File: config.mk
export PLATFORM = sky130hd
export DESIGN_NAME = token_credit_distributor_unit_flat
export DESIGN_NICKNAME = d
export VERILOG_FILES = /design/src/tcd_pkg.sv /design/src/tcd_if.sv /design/src/tcd_table.sv /design/src/tcd_fifo.sv /design/src/tcd_ctrl.sv /design/src/token_credit_distributor_unit.sv /design/src/flat_wrapper.sv
export VERILOG_INCLUDE_DIRS = /design/src /design/src/src
export SDC_FILE = /design/constraint.sdc
export NUM_CORES = 2
export LEC_CHECK = 0
export BUFFER_PORTS_ARGS = -buffer_cell sky130_fd_sc_hd__buf_2
export CORE_MARGIN = 10
export CORE_UTILIZATION = 45
export CTS_CLUSTER_SIZE = 40
export DETAILED_ROUTE_END_ITERATION = 10
export GPL_TIMING_DRIVEN = 0
export PLACE_DENSITY_LB_ADDON = 0.3
export SLEW_MARGIN = 20
export SYNTH_ARGS = -nofsm -noshare
export SYNTH_HDL_FRONTEND = slang
export SYNTH_HIERARCHICAL = 1
export SYNTH_SLANG_ARGS = --single-unit
File: constraint.sdc
create_clock -name clock -period 11.3 [get_ports clock]
set_input_delay 0.565 -clock clock [delete_from_list [all_inputs] [get_ports clock]]
set_output_delay 0.565 -clock clock [all_outputs]
set_load 0.02 [all_outputs]
File: src/token_credit_distributor_unit_macros.svh
// Assertion helpers shared by the project.
`ifndef TOKEN_CREDIT_DISTRIBUTOR_UNIT_MACROS_SVH
`define TOKEN_CREDIT_DISTRIBUTOR_UNIT_MACROS_SVH

// Checks a condition at every clock edge outside reset.
`define TCD_ASSERT_ALWAYS(lbl, cond, msg) \
   lbl: assert property (@(posedge clock) disable iff (reset) (cond)) else $error(msg);

// Checks that a condition in one cycle implies another in the next cycle.
`define TCD_ASSERT_NEXT(lbl, ante, cons, msg) \
   lbl: assert property (@(posedge clock) disable iff (reset) (ante) |=> (cons)) \
      else $error(msg);

`endif

File: src/tcd_pkg.sv
package tcd_pkg;

   typedef enum logic [2:0] {
      CMD_INIT    = 3'd0,
      CMD_REQUEST = 3'd1,
      CMD_REL_ONE = 3'd2,
      CMD_REL_MANY = 3'd3,
      CMD_DIST    = 3'd4
   } cmd_type;

   typedef enum logic [1:0] {
      ST_DONE    = 2'd0,
      ST_UNKNOWN = 2'd1,
      ST_GRANT   = 2'd2,
      ST_NONE    = 2'd3
   } status_type;

   typedef enum logic [1:0] {
      REG_MIN_CHUNK  = 2'd0,
      REG_MAX_CHUNK  = 2'd1,
      REG_MAX_TOKENS = 2'd2
   } reg_index_type;

   localparam logic [15:0] MIN_CHUNK_RESET  = 16'd1;
   localparam logic [15:0] MAX_CHUNK_RESET  = 16'd8;
   localparam logic [15:0] MAX_TOKENS_RESET = 16'd64;
   localparam logic [15:0] POOL_MAX         = 16'hFFFF;

   typedef struct packed {
      logic [15:0] eff_min;
      logic [15:0] eff_max;
      logic        pool_load;
      logic [15:0] pool_value;
   } cfg_type;

   typedef struct packed {
      logic        we_txq;
      logic        we_chunk;
      logic        we_req;
      logic        we_gr;
      logic [7:0]  txq;
      logic [15:0] chunk;
      logic [15:0] req;
      logic [15:0] gr;
   } tbl_wr_type;

   typedef struct packed {
      logic [7:0]  txq;
      logic [15:0] chunk;
      logic [15:0] req;
      logic [15:0] gr;
   } tbl_rd_type;

   typedef struct packed {
      logic [1:0]  status;
      logic [4:0]  remote_res;
      logic [7:0]  tx_queue_res;
      logic [15:0] granted;
      logic        last;
   } rsp_type;

endpackage

File: src/tcd_if.sv
interface tcd_req_if;
   logic        valid;
   logic        ready;
   logic [2:0]  cmd;
   logic [4:0]  remote;
   logic [7:0]  tx_queue;
   logic [15:0] count;
   modport source (output valid, cmd, remote, tx_queue, count, input ready);
   modport sink (input valid, cmd, remote, tx_queue, count, output ready);
endinterface

interface tcd_rsp_if;
   logic        valid;
   logic        ready;
   logic [1:0]  status;
   logic [4:0]  remote_res;
   logic [7:0]  tx_queue_res;
   logic [15:0] granted;
   logic        last;
   modport source (output valid, status, remote_res, tx_queue_res, granted, last,
                   input ready);
   modport sink (input valid, status, remote_res, tx_queue_res, granted, last,
                 output ready);
endinterface

interface tcd_csr_if;
   logic        valid;
   logic        ready;
   logic [1:0]  index;
   logic [15:0] data;
   modport source (output valid, index, data, input ready);
   modport sink (input valid, index, data, output ready);
endinterface

File: src/tcd_table.sv
module tcd_table
   import tcd_pkg::*;
#(
   parameter int NUM_REMOTES = 32,
   localparam int IW = $clog2(NUM_REMOTES)
) (
   input  logic          clock,
   input  logic [IW-1:0] addr,
   input  tbl_wr_type    wr,
   output tbl_rd_type    rd_ff
);

   logic [7:0]  txq_mem   [NUM_REMOTES];
   logic [15:0] chunk_mem [NUM_REMOTES];
   logic [15:0] req_mem   [NUM_REMOTES];
   logic [15:0] gr_mem    [NUM_REMOTES];

   always_ff @(posedge clock) begin
      if (wr.we_txq) begin
         txq_mem[addr] <= wr.txq;
      end
      if (wr.we_chunk) begin
         chunk_mem[addr] <= wr.chunk;
      end
      if (wr.we_req) begin
         req_mem[addr] <= wr.req;
      end
      if (wr.we_gr) begin
         gr_mem[addr] <= wr.gr;
      end
      rd_ff.txq   <= txq_mem[addr];
      rd_ff.chunk <= chunk_mem[addr];
      rd_ff.req   <= req_mem[addr];
      rd_ff.gr    <= gr_mem[addr];
   end

endmodule

File: src/tcd_fifo.sv
module tcd_fifo
   import tcd_pkg::*;
#(
   parameter int NUM_REMOTES = 32,
   localparam int IW = $clog2(NUM_REMOTES)
) (
   input  logic          clock,
   input  logic [IW-1:0] raddr,
   input  logic          we,
   input  logic [IW-1:0] waddr,
   input  logic [IW-1:0] wdata,
   output logic [IW-1:0] rdata_ff
);

   logic [IW-1:0] mem [NUM_REMOTES];

   always_ff @(posedge clock) begin
      if (we) begin
         mem[waddr] <= wdata;
      end
      rdata_ff <= mem[raddr];
   end

endmodule

File: src/tcd_ctrl.sv
`include "token_credit_distributor_unit_macros.svh"

module tcd_ctrl
   import tcd_pkg::*;
#(
   parameter int NUM_REMOTES = 32,
   localparam int IW = $clog2(NUM_REMOTES),
   localparam int CW = $clog2(NUM_REMOTES + 1)
) (
   input  logic        clock,
   input  logic        reset,
   input  cfg_type     cfg,
   input  logic        req_valid,
   output logic        req_ready,
   input  logic [2:0]  req_cmd,
   input  logic [4:0]  req_remote,
   input  logic [7:0]  req_tx_queue,
   input  logic [15:0] req_count,
   output logic        rsp_valid,
   input  logic        rsp_ready,
   output rsp_type     rsp
);

   typedef enum logic [11:0] {
      S_IDLE  = 12'b000000000001,
      S_CRD   = 12'b000000000010,
      S_CEX   = 12'b000000000100,
      S_DFIFO = 12'b000000001000,
      S_DENT  = 12'b000000010000,
      S_DRD   = 12'b000000100000,
      S_DEV   = 12'b000001000000,
      S_EFIFO = 12'b000010000000,
      S_EENT  = 12'b000100000000,
      S_ERD   = 12'b001000000000,
      S_EEV   = 12'b010000000000,
      S_FIN   = 12'b100000000000
   } state_type;

   state_type     state_ff, state_in;
   logic [2:0]    cmd_ff, cmd_in;
   logic [7:0]    txq_ff, txq_in;
   logic [15:0]   count_ff, count_in;
   logic          inrange_ff, inrange_in;
   logic          known_ff, known_in;
   logic [IW-1:0] ent_ff, ent_in;
   logic [IW-1:0] idx_ff, idx_in;
   logic [CW-1:0] keep_ff, keep_in;
   logic [CW-1:0] wcnt_ff, wcnt_in;
   logic          moved_ff, moved_in;
   logic [15:0]   pool_ff, pool_in;
   logic          pend_valid_ff, pend_valid_in;
   logic [IW-1:0] pend_ent_ff, pend_ent_in;
   logic [7:0]    pend_txq_ff, pend_txq_in;
   logic [15:0]   pend_gr_ff, pend_gr_in;
   logic          rsp_valid_ff, rsp_valid_in;
   rsp_type       rsp_ff, rsp_in;
   logic          valid_ff [NUM_REMOTES];
   logic          queued_ff [NUM_REMOTES];

   tbl_wr_type    tbl_wr;
   tbl_rd_type    tbl_rd;
   logic          fifo_we;
   logic [IW-1:0] fifo_waddr, fifo_wdata, fifo_rd;

   logic          out_free, req_fire, set_valid, set_queued, clr_queued;
   logic          ok, last_idx, has;
   logic [15:0]   pool_dec, chunk_nx;
   logic [16:0]   pool_sum;
   logic [IW-1:0] ri;

   tcd_table #(.NUM_REMOTES(NUM_REMOTES)) u_table (
      .clock (clock),
      .addr  (ent_ff),
      .wr    (tbl_wr),
      .rd_ff (tbl_rd)
   );

   tcd_fifo #(.NUM_REMOTES(NUM_REMOTES)) u_fifo (
      .clock    (clock),
      .raddr    (idx_ff),
      .we       (fifo_we),
      .waddr    (fifo_waddr),
      .wdata    (fifo_wdata),
      .rdata_ff (fifo_rd)
   );

   assign req_ready = (state_ff == S_IDLE);
   assign req_fire  = req_valid && req_ready;
   assign out_free  = !rsp_valid_ff || rsp_ready;
   assign rsp_valid = rsp_valid_ff;
   assign rsp       = rsp_ff;
   assign ri        = IW'(req_remote);
   assign last_idx  = ((CW'(idx_ff) + CW'(1)) == wcnt_ff);
   assign ok        = (tbl_rd.gr < tbl_rd.req) && (tbl_rd.gr < tbl_rd.chunk);
   assign has       = (tbl_rd.gr != 16'd0);
   assign pool_dec  = ok ? pool_ff - 16'd1 : pool_ff;

   always_comb begin
      state_in      = state_ff;
      cmd_in        = cmd_ff;
      txq_in        = txq_ff;
      count_in      = count_ff;
      inrange_in    = inrange_ff;
      known_in      = known_ff;
      ent_in        = ent_ff;
      idx_in        = idx_ff;
      keep_in       = keep_ff;
      wcnt_in       = wcnt_ff;
      moved_in      = moved_ff;
      pool_in       = pool_ff;
      pend_valid_in = pend_valid_ff;
      pend_ent_in   = pend_ent_ff;
      pend_txq_in   = pend_txq_ff;
      pend_gr_in    = pend_gr_ff;
      rsp_valid_in  = rsp_valid_ff && !rsp_ready;
      rsp_in        = rsp_ff;
      tbl_wr        = '0;
      fifo_we       = 1'b0;
      fifo_waddr    = IW'(wcnt_ff);
      fifo_wdata    = ent_ff;
      set_valid     = 1'b0;
      set_queued    = 1'b0;
      clr_queued    = 1'b0;
      chunk_nx      = tbl_rd.chunk;
      pool_sum      = {1'b0, pool_ff} + {1'b0, count_ff};
      case (state_ff)
         S_IDLE: begin
            if (req_fire) begin
               cmd_in     = req_cmd;
               txq_in     = req_tx_queue;
               count_in   = req_count;
               inrange_in = (32'(req_remote) < NUM_REMOTES);
               known_in   = (32'(req_remote) < NUM_REMOTES) && valid_ff[ri];
               ent_in     = ri;
               idx_in     = '0;
               keep_in    = '0;
               moved_in   = 1'b0;
               pend_valid_in = 1'b0;
               if (req_cmd != CMD_DIST) begin
                  state_in = S_CRD;
               end else if (wcnt_ff == '0) begin
                  state_in = S_FIN;
               end else if (pool_ff == 16'd0) begin
                  state_in = S_EFIFO;
               end else begin
                  state_in = S_DFIFO;
               end
            end
         end
         S_CRD: begin
            state_in = S_CEX;
         end
         S_CEX: begin
            if (out_free) begin
               rsp_valid_in = 1'b1;
               rsp_in = '{status: ST_DONE, remote_res: 5'd0, tx_queue_res: 8'd0,
                          granted: 16'd0, last: 1'b1};
               state_in = S_IDLE;
               case (cmd_ff)
                  CMD_INIT: begin
                     if (!inrange_ff) begin
                        rsp_in.status = ST_UNKNOWN;
                     end else begin
                        set_valid       = 1'b1;
                        tbl_wr.we_txq   = 1'b1;
                        tbl_wr.we_chunk = 1'b1;
                        tbl_wr.we_req   = 1'b1;
                        tbl_wr.we_gr    = 1'b1;
                        tbl_wr.txq      = txq_ff;
                        tbl_wr.chunk    = cfg.eff_min;
                     end
                  end
                  CMD_REQUEST: begin
                     if (!known_ff) begin
                        rsp_in.status = ST_UNKNOWN;
                     end else begin
                        tbl_wr.we_req = 1'b1;
                        tbl_wr.we_gr  = 1'b1;
                        tbl_wr.req    = count_ff;
                        if (!queued_ff[ent_ff] && (32'(wcnt_ff) < NUM_REMOTES)) begin
                           set_queued = 1'b1;
                           fifo_we    = 1'b1;
                           wcnt_in    = wcnt_ff + CW'(1);
                        end
                     end
                  end
                  CMD_REL_ONE: begin
                     if (!known_ff) begin
                        rsp_in.status = ST_UNKNOWN;
                     end else begin
                        if ((count_ff != 16'd0) && (tbl_rd.chunk < cfg.eff_max)) begin
                           chunk_nx = tbl_rd.chunk + 16'd1;
                        end else if (tbl_rd.chunk > cfg.eff_min) begin
                           chunk_nx = tbl_rd.chunk - 16'd1;
                        end
                        tbl_wr.we_chunk = 1'b1;
                        tbl_wr.chunk    = chunk_nx;
                        if (pool_ff != POOL_MAX) begin
                           pool_in = pool_ff + 16'd1;
                        end
                     end
                  end
                  CMD_REL_MANY: begin
                     pool_in = pool_sum[16] ? POOL_MAX : pool_sum[15:0];
                  end
                  default: begin
                  end
               endcase
            end
         end
         S_DFIFO: begin
            state_in = S_DENT;
         end
         S_DENT: begin
            ent_in   = fifo_rd;
            state_in = S_DRD;
         end
         S_DRD: begin
            state_in = S_DEV;
         end
         S_DEV: begin
            tbl_wr.we_gr = ok;
            tbl_wr.gr    = tbl_rd.gr + 16'd1;
            pool_in      = pool_dec;
            moved_in     = moved_ff || ok;
            if ((pool_dec == 16'd0) || last_idx) begin
               idx_in = '0;
               if ((pool_dec != 16'd0) && (moved_ff || ok)) begin
                  moved_in = 1'b0;
                  state_in = S_DFIFO;
               end else begin
                  state_in = S_EFIFO;
               end
            end else begin
               idx_in   = idx_ff + IW'(1);
               state_in = S_DFIFO;
            end
         end
         S_EFIFO: begin
            state_in = S_EENT;
         end
         S_EENT: begin
            ent_in   = fifo_rd;
            state_in = S_ERD;
         end
         S_ERD: begin
            state_in = S_EEV;
         end
         S_EEV: begin
            if (!has || !pend_valid_ff || out_free) begin
               if (has) begin
                  if (pend_valid_ff) begin
                     rsp_valid_in = 1'b1;
                     rsp_in = '{status: ST_GRANT, remote_res: 5'(pend_ent_ff),
                                tx_queue_res: pend_txq_ff, granted: pend_gr_ff,
                                last: 1'b0};
                  end
                  pend_valid_in = 1'b1;
                  pend_ent_in   = ent_ff;
                  pend_txq_in   = tbl_rd.txq;
                  pend_gr_in    = tbl_rd.gr;
                  clr_queued    = 1'b1;
               end else begin
                  fifo_we    = 1'b1;
                  fifo_waddr = IW'(keep_ff);
                  keep_in    = keep_ff + CW'(1);
               end
               if (last_idx) begin
                  state_in = S_FIN;
               end else begin
                  idx_in   = idx_ff + IW'(1);
                  state_in = S_EFIFO;
               end
            end
         end
         S_FIN: begin
            if (out_free) begin
               rsp_valid_in = 1'b1;
               if (pend_valid_ff) begin
                  rsp_in = '{status: ST_GRANT, remote_res: 5'(pend_ent_ff),
                             tx_queue_res: pend_txq_ff, granted: pend_gr_ff,
                             last: 1'b1};
               end else begin
                  rsp_in = '{status: ST_NONE, remote_res: 5'd0, tx_queue_res: 8'd0,
                             granted: 16'd0, last: 1'b1};
               end
               pend_valid_in = 1'b0;
               wcnt_in       = keep_ff;
               state_in      = S_IDLE;
            end
         end
         default: begin
            state_in = S_IDLE;
         end
      endcase
      if (cfg.pool_load) begin
         pool_in = cfg.pool_value;
      end
   end

   always_ff @(posedge clock) begin
      if (reset) begin
         state_ff      <= S_IDLE;
         wcnt_ff       <= '0;
         keep_ff       <= '0;
         pool_ff       <= MAX_TOKENS_RESET;
         pend_valid_ff <= 1'b0;
         rsp_valid_ff  <= 1'b0;
         for (int i = 0; i < NUM_REMOTES; i++) begin
            valid_ff[i]  <= 1'b0;
            queued_ff[i] <= 1'b0;
         end
      end else begin
         state_ff      <= state_in;
         wcnt_ff       <= wcnt_in;
         keep_ff       <= keep_in;
         pool_ff       <= pool_in;
         pend_valid_ff <= pend_valid_in;
         rsp_valid_ff  <= rsp_valid_in;
         if (set_valid) begin
            valid_ff[ent_ff] <= 1'b1;
         end
         if (set_queued) begin
            queued_ff[ent_ff] <= 1'b1;
         end
         if (clr_queued) begin
            queued_ff[ent_ff] <= 1'b0;
         end
      end
   end

   always_ff @(posedge clock) begin
      cmd_ff      <= cmd_in;
      txq_ff      <= txq_in;
      count_ff    <= count_in;
      inrange_ff  <= inrange_in;
      known_ff    <= known_in;
      ent_ff      <= ent_in;
      idx_ff      <= idx_in;
      moved_ff    <= moved_in;
      pend_ent_ff <= pend_ent_in;
      pend_txq_ff <= pend_txq_in;
      pend_gr_ff  <= pend_gr_in;
      rsp_ff      <= rsp_in;
   end

   `TCD_ASSERT_ALWAYS(a_wcnt_bound, (32'(wcnt_ff) <= NUM_REMOTES), "wait count overflow")
   `TCD_ASSERT_ALWAYS(a_keep_bound, (keep_ff <= wcnt_ff), "kept entries exceed queue")
   `TCD_ASSERT_NEXT(a_pool_dist, (state_ff == S_DEV), (pool_ff <= $past(pool_ff)), "pool grew in a pass")
   `TCD_ASSERT_ALWAYS(a_pend_idle, (state_ff != S_IDLE) || !pend_valid_ff, "grant left pending")

endmodule

File: src/token_credit_distributor_unit.sv
// Init, request and release read the table, then act and register their result word.
// Distribute visits each queue slot with a queue read, entry latch, table read and
// evaluate over every pass, then again to emit grants; the memory reads are registered.
// Throughput: one command at a time; the next can be accepted in the cycle the last
// result word appears, and a stalled result word holds back the step that needs it.
// Reset: synchronous, clears the table valid and queued bits, empties the queue,
// restores the registers to their defaults and fills the pool with 64 tokens.
module token_credit_distributor_unit
   import tcd_pkg::*;
#(
   parameter int NUM_REMOTES = 32
) (
   input logic      clock,
   input logic      reset,
   tcd_req_if.sink  req_port,
   tcd_rsp_if.source rsp_port,
   tcd_csr_if.sink  csr_port
);

   logic [15:0] min_chunk_ff, min_chunk_in;
   logic [15:0] max_chunk_ff, max_chunk_in;
   logic [15:0] max_tokens_ff, max_tokens_in;
   cfg_type     cfg;
   rsp_type     rsp;
   logic        csr_fire;

   assign csr_port.ready = 1'b1;
   assign csr_fire = csr_port.valid;

   always_comb begin
      min_chunk_in  = min_chunk_ff;
      max_chunk_in  = max_chunk_ff;
      max_tokens_in = max_tokens_ff;
      cfg.pool_load  = 1'b0;
      cfg.pool_value = csr_port.data;
      if (csr_fire) begin
         case (csr_port.index)
            REG_MIN_CHUNK: begin
               min_chunk_in = csr_port.data;
            end
            REG_MAX_CHUNK: begin
               max_chunk_in = csr_port.data;
            end
            REG_MAX_TOKENS: begin
               max_tokens_in = csr_port.data;
               cfg.pool_load = 1'b1;
            end
            default: begin
            end
         endcase
      end
      cfg.eff_min = (min_chunk_ff == 16'd0) ? 16'd1 : min_chunk_ff;
      cfg.eff_max = (max_chunk_ff < max_tokens_ff) ? max_chunk_ff : max_tokens_ff;
   end

   always_ff @(posedge clock) begin
      if (reset) begin
         min_chunk_ff  <= MIN_CHUNK_RESET;
         max_chunk_ff  <= MAX_CHUNK_RESET;
         max_tokens_ff <= MAX_TOKENS_RESET;
      end else begin
         min_chunk_ff  <= min_chunk_in;
         max_chunk_ff  <= max_chunk_in;
         max_tokens_ff <= max_tokens_in;
      end
   end

   tcd_ctrl #(.NUM_REMOTES(NUM_REMOTES)) u_ctrl (
      .clock        (clock),
      .reset        (reset),
      .cfg          (cfg),
      .req_valid    (req_port.valid),
      .req_ready    (req_port.ready),
      .req_cmd      (req_port.cmd),
      .req_remote   (req_port.remote),
      .req_tx_queue (req_port.tx_queue),
      .req_count    (req_port.count),
      .rsp_valid    (rsp_port.valid),
      .rsp_ready    (rsp_port.ready),
      .rsp          (rsp)
   );

   assign rsp_port.status       = rsp.status;
   assign rsp_port.remote_res   = rsp.remote_res;
   assign rsp_port.tx_queue_res = rsp.tx_queue_res;
   assign rsp_port.granted      = rsp.granted;
   assign rsp_port.last         = rsp.last;

endmodule
File: src/flat_wrapper.sv
// flat-port wrapper written by rule: the top's interface ports become plain ports
module token_credit_distributor_unit_flat import tcd_pkg::*;
#(
   parameter int NUM_REMOTES = 32
)
  (clock, reset, req_port_valid, req_port_cmd, req_port_remote, req_port_tx_queue, req_port_count, req_port_ready, rsp_port_valid, rsp_port_status, rsp_port_remote_res, rsp_port_tx_queue_res, rsp_port_granted, rsp_port_last, rsp_port_ready, csr_port_valid, csr_port_index, csr_port_data, csr_port_ready);
  tcd_req_if req_port_i ();
  tcd_rsp_if rsp_port_i ();
  tcd_csr_if csr_port_i ();
  input logic clock;
  input logic reset;
  input wire logic [$bits(req_port_i.valid)-1:0] req_port_valid;
  input wire logic [$bits(req_port_i.cmd)-1:0] req_port_cmd;
  input wire logic [$bits(req_port_i.remote)-1:0] req_port_remote;
  input wire logic [$bits(req_port_i.tx_queue)-1:0] req_port_tx_queue;
  input wire logic [$bits(req_port_i.count)-1:0] req_port_count;
  output wire logic [$bits(req_port_i.ready)-1:0] req_port_ready;
  output wire logic [$bits(rsp_port_i.valid)-1:0] rsp_port_valid;
  output wire logic [$bits(rsp_port_i.status)-1:0] rsp_port_status;
  output wire logic [$bits(rsp_port_i.remote_res)-1:0] rsp_port_remote_res;
  output wire logic [$bits(rsp_port_i.tx_queue_res)-1:0] rsp_port_tx_queue_res;
  output wire logic [$bits(rsp_port_i.granted)-1:0] rsp_port_granted;
  output wire logic [$bits(rsp_port_i.last)-1:0] rsp_port_last;
  input wire logic [$bits(rsp_port_i.ready)-1:0] rsp_port_ready;
  input wire logic [$bits(csr_port_i.valid)-1:0] csr_port_valid;
  input wire logic [$bits(csr_port_i.index)-1:0] csr_port_index;
  input wire logic [$bits(csr_port_i.data)-1:0] csr_port_data;
  output wire logic [$bits(csr_port_i.ready)-1:0] csr_port_ready;
  assign req_port_i.valid = req_port_valid;
  assign req_port_i.cmd = req_port_cmd;
  assign req_port_i.remote = req_port_remote;
  assign req_port_i.tx_queue = req_port_tx_queue;
  assign req_port_i.count = req_port_count;
  assign req_port_ready = req_port_i.ready;
  assign rsp_port_valid = rsp_port_i.valid;
  assign rsp_port_status = rsp_port_i.status;
  assign rsp_port_remote_res = rsp_port_i.remote_res;
  assign rsp_port_tx_queue_res = rsp_port_i.tx_queue_res;
  assign rsp_port_granted = rsp_port_i.granted;
  assign rsp_port_last = rsp_port_i.last;
  assign rsp_port_i.ready = rsp_port_ready;
  assign csr_port_i.valid = csr_port_valid;
  assign csr_port_i.index = csr_port_index;
  assign csr_port_i.data = csr_port_data;
  assign csr_port_ready = csr_port_i.ready;
  token_credit_distributor_unit #(.NUM_REMOTES(NUM_REMOTES)) u_core (.clock(clock), .reset(reset), .req_port(req_port_i), .rsp_port(rsp_port_i), .csr_port(csr_port_i));
endmodule
### Word level (Yosys, flattened, before mapping)

Memory sizes are Yosys's and may differ from the RTL's. A register that Yosys moved wholly into a read port is not among the register bits.
Cells that the tools add are included.

| storage, ports and cells | value |
|---|---|
| register bits after elaboration | 189 |
| memory bits (writable) | 2016 |
| bits of input ports | 55 |
| output and inout bits | 35 |
| logic and storage cells | 258 |
| memories kept | 7 |

Memory list:

| memory | depth | width | rd ports | clocked after memory_dff | write ports | RTL line | RTL |
|---|---|---|---|---|---|---|---|
| u_core.u_ctrl.u_table.chunk_mem | 32 | 16 | 1 | 1 | 1 | tcd_table.sv:14 | `logic [15:0] chunk_mem [NUM_REMOTES];` |
| u_core.u_ctrl.u_table.gr_mem | 32 | 16 | 1 | 1 | 1 | tcd_table.sv:16 | `logic [15:0] gr_mem [NUM_REMOTES];` |
| u_core.u_ctrl.u_table.req_mem | 32 | 16 | 1 | 1 | 1 | tcd_table.sv:15 | `logic [15:0] req_mem [NUM_REMOTES];` |
| u_core.u_ctrl.u_table.txq_mem | 32 | 8 | 1 | 1 | 1 | tcd_table.sv:13 | `logic [7:0] txq_mem [NUM_REMOTES];` |
| u_core.u_ctrl.u_fifo.mem | 32 | 5 | 1 | 1 | 1 | tcd_fifo.sv:15 | `logic [IW-1:0] mem [NUM_REMOTES];` |
| u_core.u_ctrl.queued_ff | 32 | 1 | 1 | 1 | 32 | tcd_ctrl.sv:58 | `logic queued_ff [NUM_REMOTES];` |
| 1 more memories | n/a | n/a | n/a | n/a | n/a | n/a |  |

| cells by class | value |
|---|---|
| add/subtract/negate cells | 10 |
| $lt $le $gt $ge | 6 |
| equality and inequality tests | 36 |
| multiplexer cells | 123 |
| bitwise logic cells | 1 |
| reductions and logical operators | 52 |

Operators with widths:

| operator | count |
|---|---|
| $mux W16 | 14 |
| $mux W32 | 5 |
| $pmux W12 S11 | 1 |
| $pmux W16 S2 | 3 |
| $pmux W32 S3 | 1 |
| $mux W12 | 7 |
| $lt A16 B16 Y1 | 4 |
| $mux W5 | 11 |
| $mux W1 | 54 |
| $add A16 B1 Y16 const B | 3 |
| $logic_not A16 Y1 | 3 |
| $mux W6 | 8 |
| $reduce_bool A16 Y1 | 3 |
| $mux W44 | 1 |
| $mux W40 | 1 |
| $sub A16 B1 Y16 const B | 2 |
| $mux W31 | 1 |
| $mux W8 | 3 |
| $pmux W6 S2 | 2 |
| $ne A2 B2 Y1 const B | 9 |
| $add A16 B16 Y17 | 1 |
| $gt A16 B16 Y1 | 1 |
| $ne A16 B16 Y1 const B | 1 |
| $pmux W5 S3 | 1 |
| other kinds (48) | 88 |

### Logic depth before layout (Yosys ltp)

| depth | value |
|---|---|
| depth after elaboration | 13 |
| mapped depth | 20 |
| gate-level depth less buffers | 18 |

### By module

The synthesis kept the hierarchy.

By module, submodules not included:

| module | times used | cells each | area each (um2) | sequential area each (um2) |
|---|---|---|---|---|
| tcd_table | 1 | 3748 | 69496.7 | 54932.7 |
| tcd_ctrl | 1 | 1456 | 13595.5 | 5545.3 |
| tcd_fifo | 1 | 277 | 6344.8 | 4904.7 |
| token_credit_distributor_unit | 1 | 303 | 2393.5 | 960.9 |

### Least setup slack after synthesis

OpenSTA, ideal clock, no wires.

| path | value |
|---|---|
| path type | register to register |
| from | register u_core.max_tokens_ff[11] |
| to | memory u_core.u_ctrl.u_table.chunk_mem[0][11] (data pin) |
| setup time | 0.615 ns |
| data arrival time | 5.839 ns |
| required time | 10.685 ns |
| setup slack | 4.846 ns |
| cell stages (with the launch flop) | 17 |
| buffers on the path | 1 |
| clock period less this slack | 6.454 ns |
| cells stage by stage | dfxtp_1 > inv_1 > ha_1 > and4_1 > o211ai_2 > or4_4 > nand3_4 > buf_12 > mux2_4 > inv_1 > ha_1 > o21ai_0 > a2111oi_0 > a21oi_1 > nor3_1 > nand3_1 > o311ai_0 |

RTL lines:

| what | RTL line | RTL |
|---|---|---|
| from (decl) | token_credit_distributor_unit.sv:22 | `logic [15:0] max_tokens_ff, max_tokens_in;` |
| from (signal assigned) | token_credit_distributor_unit.sv:64 | `max_tokens_ff <= max_tokens_in;` |
| to (decl) | tcd_table.sv:14 |  |

==> impl_results.md <==
- Run status: finished, final reports clean
- Min cycle time layout: 6060 ps
- Die ar.: 223000 µm²
- Syn Nets: 5942
- Post-synth cell types: 101
- Fin. max-slew vios: 0
- TritonCTS Buffers: 223
- Clock-pin slew on the worst setup and hold paths: 60 ps
- Core Footprint: a little over 200000 µm²
- Max Freq: 165 MHz
- TritonCTS clock tree: done
- Area Overhead vs Synth: 14.9%
- Crit path from: u_core/max_tokens_ff[11]$_SDFFE_PP0P_
- Syn Inst Count: 5784
- RSZ-0062 raised after global routing: no
- Input/output buffers: between 80 and 90
- Hpwl dp: 179000 µm
- Most frequent cells in the layout: edfxtp_1, mux2i_1, o22ai_1
- Seq pwr share: 0.504
- P_int: 14000 µW
- Sw power: 4560 µW
- R2r startpoint: u_core/max_tokens_ff[11]$_SDFFE_PP0P_
- Sequential area share after synthesis: 0.722
- IO Pins: 90
- Final net count: 6388
- Post-Syn Area per Cell: around 16 µm²
- # Max-Cap Violations: 0
- Pin count of the biggest net entering global routing: 33
- Design Power: between 15000 and 20000 µW
- Syn. warnings: 6
- Least-Margin Pin Slew: approximately 1300 ps
- DRT Wirelength: about 260000 µm
- Pleak: about 0.038 µW
- Worst skew pair latency: about 890 ps
- Setup crit start kind: flip-flop
- Logic pwr share: 0.097
- Dpl cells: 8642
- Crit share post-route: 0.536
- Min-delay src: csr_port_data[4]
- Top_reg_cell synth: edfxtp_1
- Starting Density: 0.453
- CP endpoint kind: flip-flop
- Die Ht: 472 µm
- Area after DPL: 97600 µm²
- FFs w/ async S/R, synth: 0
- Slowest CP cell: a22o_2
- Fin. Hold Viols: 0
- Critical path arrival: 6600 ps
- Antenna violations before repair: 19
- CP top delay family: simple AND/OR/NAND/NOR gates
- Reg2reg path depth: 18
- Die Wd: between 400 and 500 µm
- Most common cell after layout, fill and taps aside: edfxtp_1
- Post_cts resized: 0
- WP depth: 18
- Worst-path fanout max: 32
- Post-Route Setup TNS: 0 ps
- Bufs on Longest Clock Path: 3
- CP Class: reg -> reg
- Gpl congestion: 0.897
- Setup violators final: 0
- Sw frac: 0.246
- Post-synthesis cell area: 91800 µm²
- WP buf/inv: 3
- Hold path cells: 3
- DR iter-0 viols: 6214
- Site row count: 165
- Layout cells sized above 1: 0.159
- H-tree Lvls: 4
- WP data required: 11840 ps
- Max transition margin: 0.135
- Fin cells: around 9100
- EDFF count, synth: 2084
- Post-route ant nets: 0
- GRT Residual Overflow: 0
- CP Cell Sequence: inv_1, ha_1, and4_1, o211ai_2, or4_4, nand3_4, buf_12, mux2_4, inv_1, ha_1, o21ai_0, a2111oi_0, a21oi_1, nor3_1, nand3_1, o31ai_1, xnor2_1, a22o_2
- Root Buffer Master: clkbuf_16
- DRC Markers: 0
- Synthesized flop and latch total: 2272
- Post-Route Skew: 56.1 ps
- Clock sinks: 2272
- Clock power share: 0.399
- WL/cell: 28.2 µm
- Worst VDD drop: 0.000177 V
- TritonRoute pass-1 iters: 6
- Worst stage delay on the critical path: approximately 630 ps
- Worst hold path class: in -> reg
- PD cells: 176 nW/µm²
- GRT Total Usage: 0.223
- Via count: 54400
- Via density: 5.98
- Design area: 105000 µm²
- First-pass GRT wire length: 368000 µm
- Vias in the first global route: 53100
## synthesized netlist by cell type (40+ instances only)
master	n	share of area
nand3_1	44	0.0024
edfxtp_1	2084	0.68
o21ai_0	64	0.0035
ha_1	102	0.014
clkbuf_1	141	0.0058
o22ai_1	452	0.031
mux2i_1	900	0.098
mux4_2	70	0.017
dfxtp_1	188	0.041
buf_2	156	0.0085
nand2_1	263	0.011
nor2_1	334	0.014
nor4_1	148	0.010
inv_1	104	0.0043
nor2b_1	40	0.0027
a21oi_1	155	0.0084
## through the flow
| stage | util | hold WS, ps | setup WS, ps |
|---|---|---|---|
| after detailed placement | 0.482 | 393 | 5300 |
| final | 0.521 | 61.2 | 5240 |
| after global routing | 0.521 | 37.7 | 4860 |
| after CTS | 0.520 | 1.25 | 5300 |
| after floorplan | - | 386 | 4850 |
| after global placement | 0.472 | 393 | 1200 |
## flip-flops by register name, indices dropped and copies added (netlist names), 6 cells and up, named ones only
signal and flops:
u_core/u_ctrl/pend_gr_ff 16, u_core/min_chunk_ff 16, u_core/u_ctrl/rsp 32, u_core/max_chunk_ff 16
u_core/max_tokens_ff 16, u_core/u_ctrl/keep_ff 6, u_core/u_ctrl/u_fifo/mem 160, u_core/u_ctrl/u_table/req_mem 512
u_core/u_ctrl/queued_ff 32, u_core/u_ctrl/count_ff 16, u_core/u_ctrl/u_table/chunk_mem 512, u_core/u_ctrl/u_table/rd_ff 56
u_core/u_ctrl/wcnt_ff 6, u_core/u_ctrl/u_table/gr_mem 512, u_core/u_ctrl/state_ff 12, u_core/u_ctrl/pool_ff 16
u_core/u_ctrl/pend_txq_ff 8, u_core/u_ctrl/u_table/txq_mem 256, u_core/u_ctrl/valid_ff 32, u_core/u_ctrl/txq_ff 8
## area by class of cell
cell class,count,area [µm²]
Timing Repair Buffer,221,2160
Sequential cell,2272,66300
Tap cell,2672,3340
Multi-Input combinational cell,3075,24200
Fill cell,16300,97000
Inverter,105,394
Buffer,332,1640
Clock buffer,281,5970
Antenna cell,4,10.0
Clock inverter,143,1450
## kinds of logic after synthesis
logic type,synth area share
compound gates,0.0573
xor+xnor,0.00544
buf+inv,0.0220
fa+ha+maj,0.0141
other cells,0.0000408
flops,0.722
simple gates,0.0585
mux,0.120
## per-layer routing
metal,up-vias,track usage,part of all wire
li1,23600,-,-
met1,27700,0.305,0.41
met3,476,0.0550,0.099
met2,2626,0.349,0.46
met4,4,0.0736,0.033
met5,-,0,0.00010
## power by group through the flow
stage | Combinational [µW] | Clock, µW | Sequential, µW
2_1_floorplan | 1110 | 0 | 9440
3_3_place_gp | 1660 | 0 | 9570
3_5_place_dp | 1770 | 0 | 9530
4_1_cts | 1780 | 7510 | 9350
5_1_grt | 1900 | 7840 | 9360
6_report | 1810 | 7410 | 9350
## worst reg2reg max path: stages, from the launching register on
cell and delay [ps]:
dfxtp_1 340, inv_1 50, ha_1 300, and4_1 290
o211ai_2 110, or4_4 530, nand3_4 170, buf_12 170
mux2_4 310, inv_1 90, ha_1 200, o21ai_0 80
a2111oi_0 490, a21oi_1 280, nor3_1 620, nand3_1 450
o31ai_1 450, xnor2_1 160, a22o_2 630
## timing repair
item,4_1_cts,5_1_grt
hold endpoints to repair,47,0
hold buffers,35,0
buffers inserted,0,0
## final timing paths
check	to	slack (ps)
min	u_core/max_tokens_ff[4]$_SDFFE_PP0P_	60
max reg2reg	u_core/u_ctrl/u_table/chunk_mem[24][15]$_DFFE_PP_	5240
min reg2reg	u_core/u_ctrl/pend_txq_ff[4]$_DFFE_PP_	410
max	u_core/u_ctrl/u_table/chunk_mem[24][15]$_DFFE_PP_	5240
(Power assumes the default switching activity.)
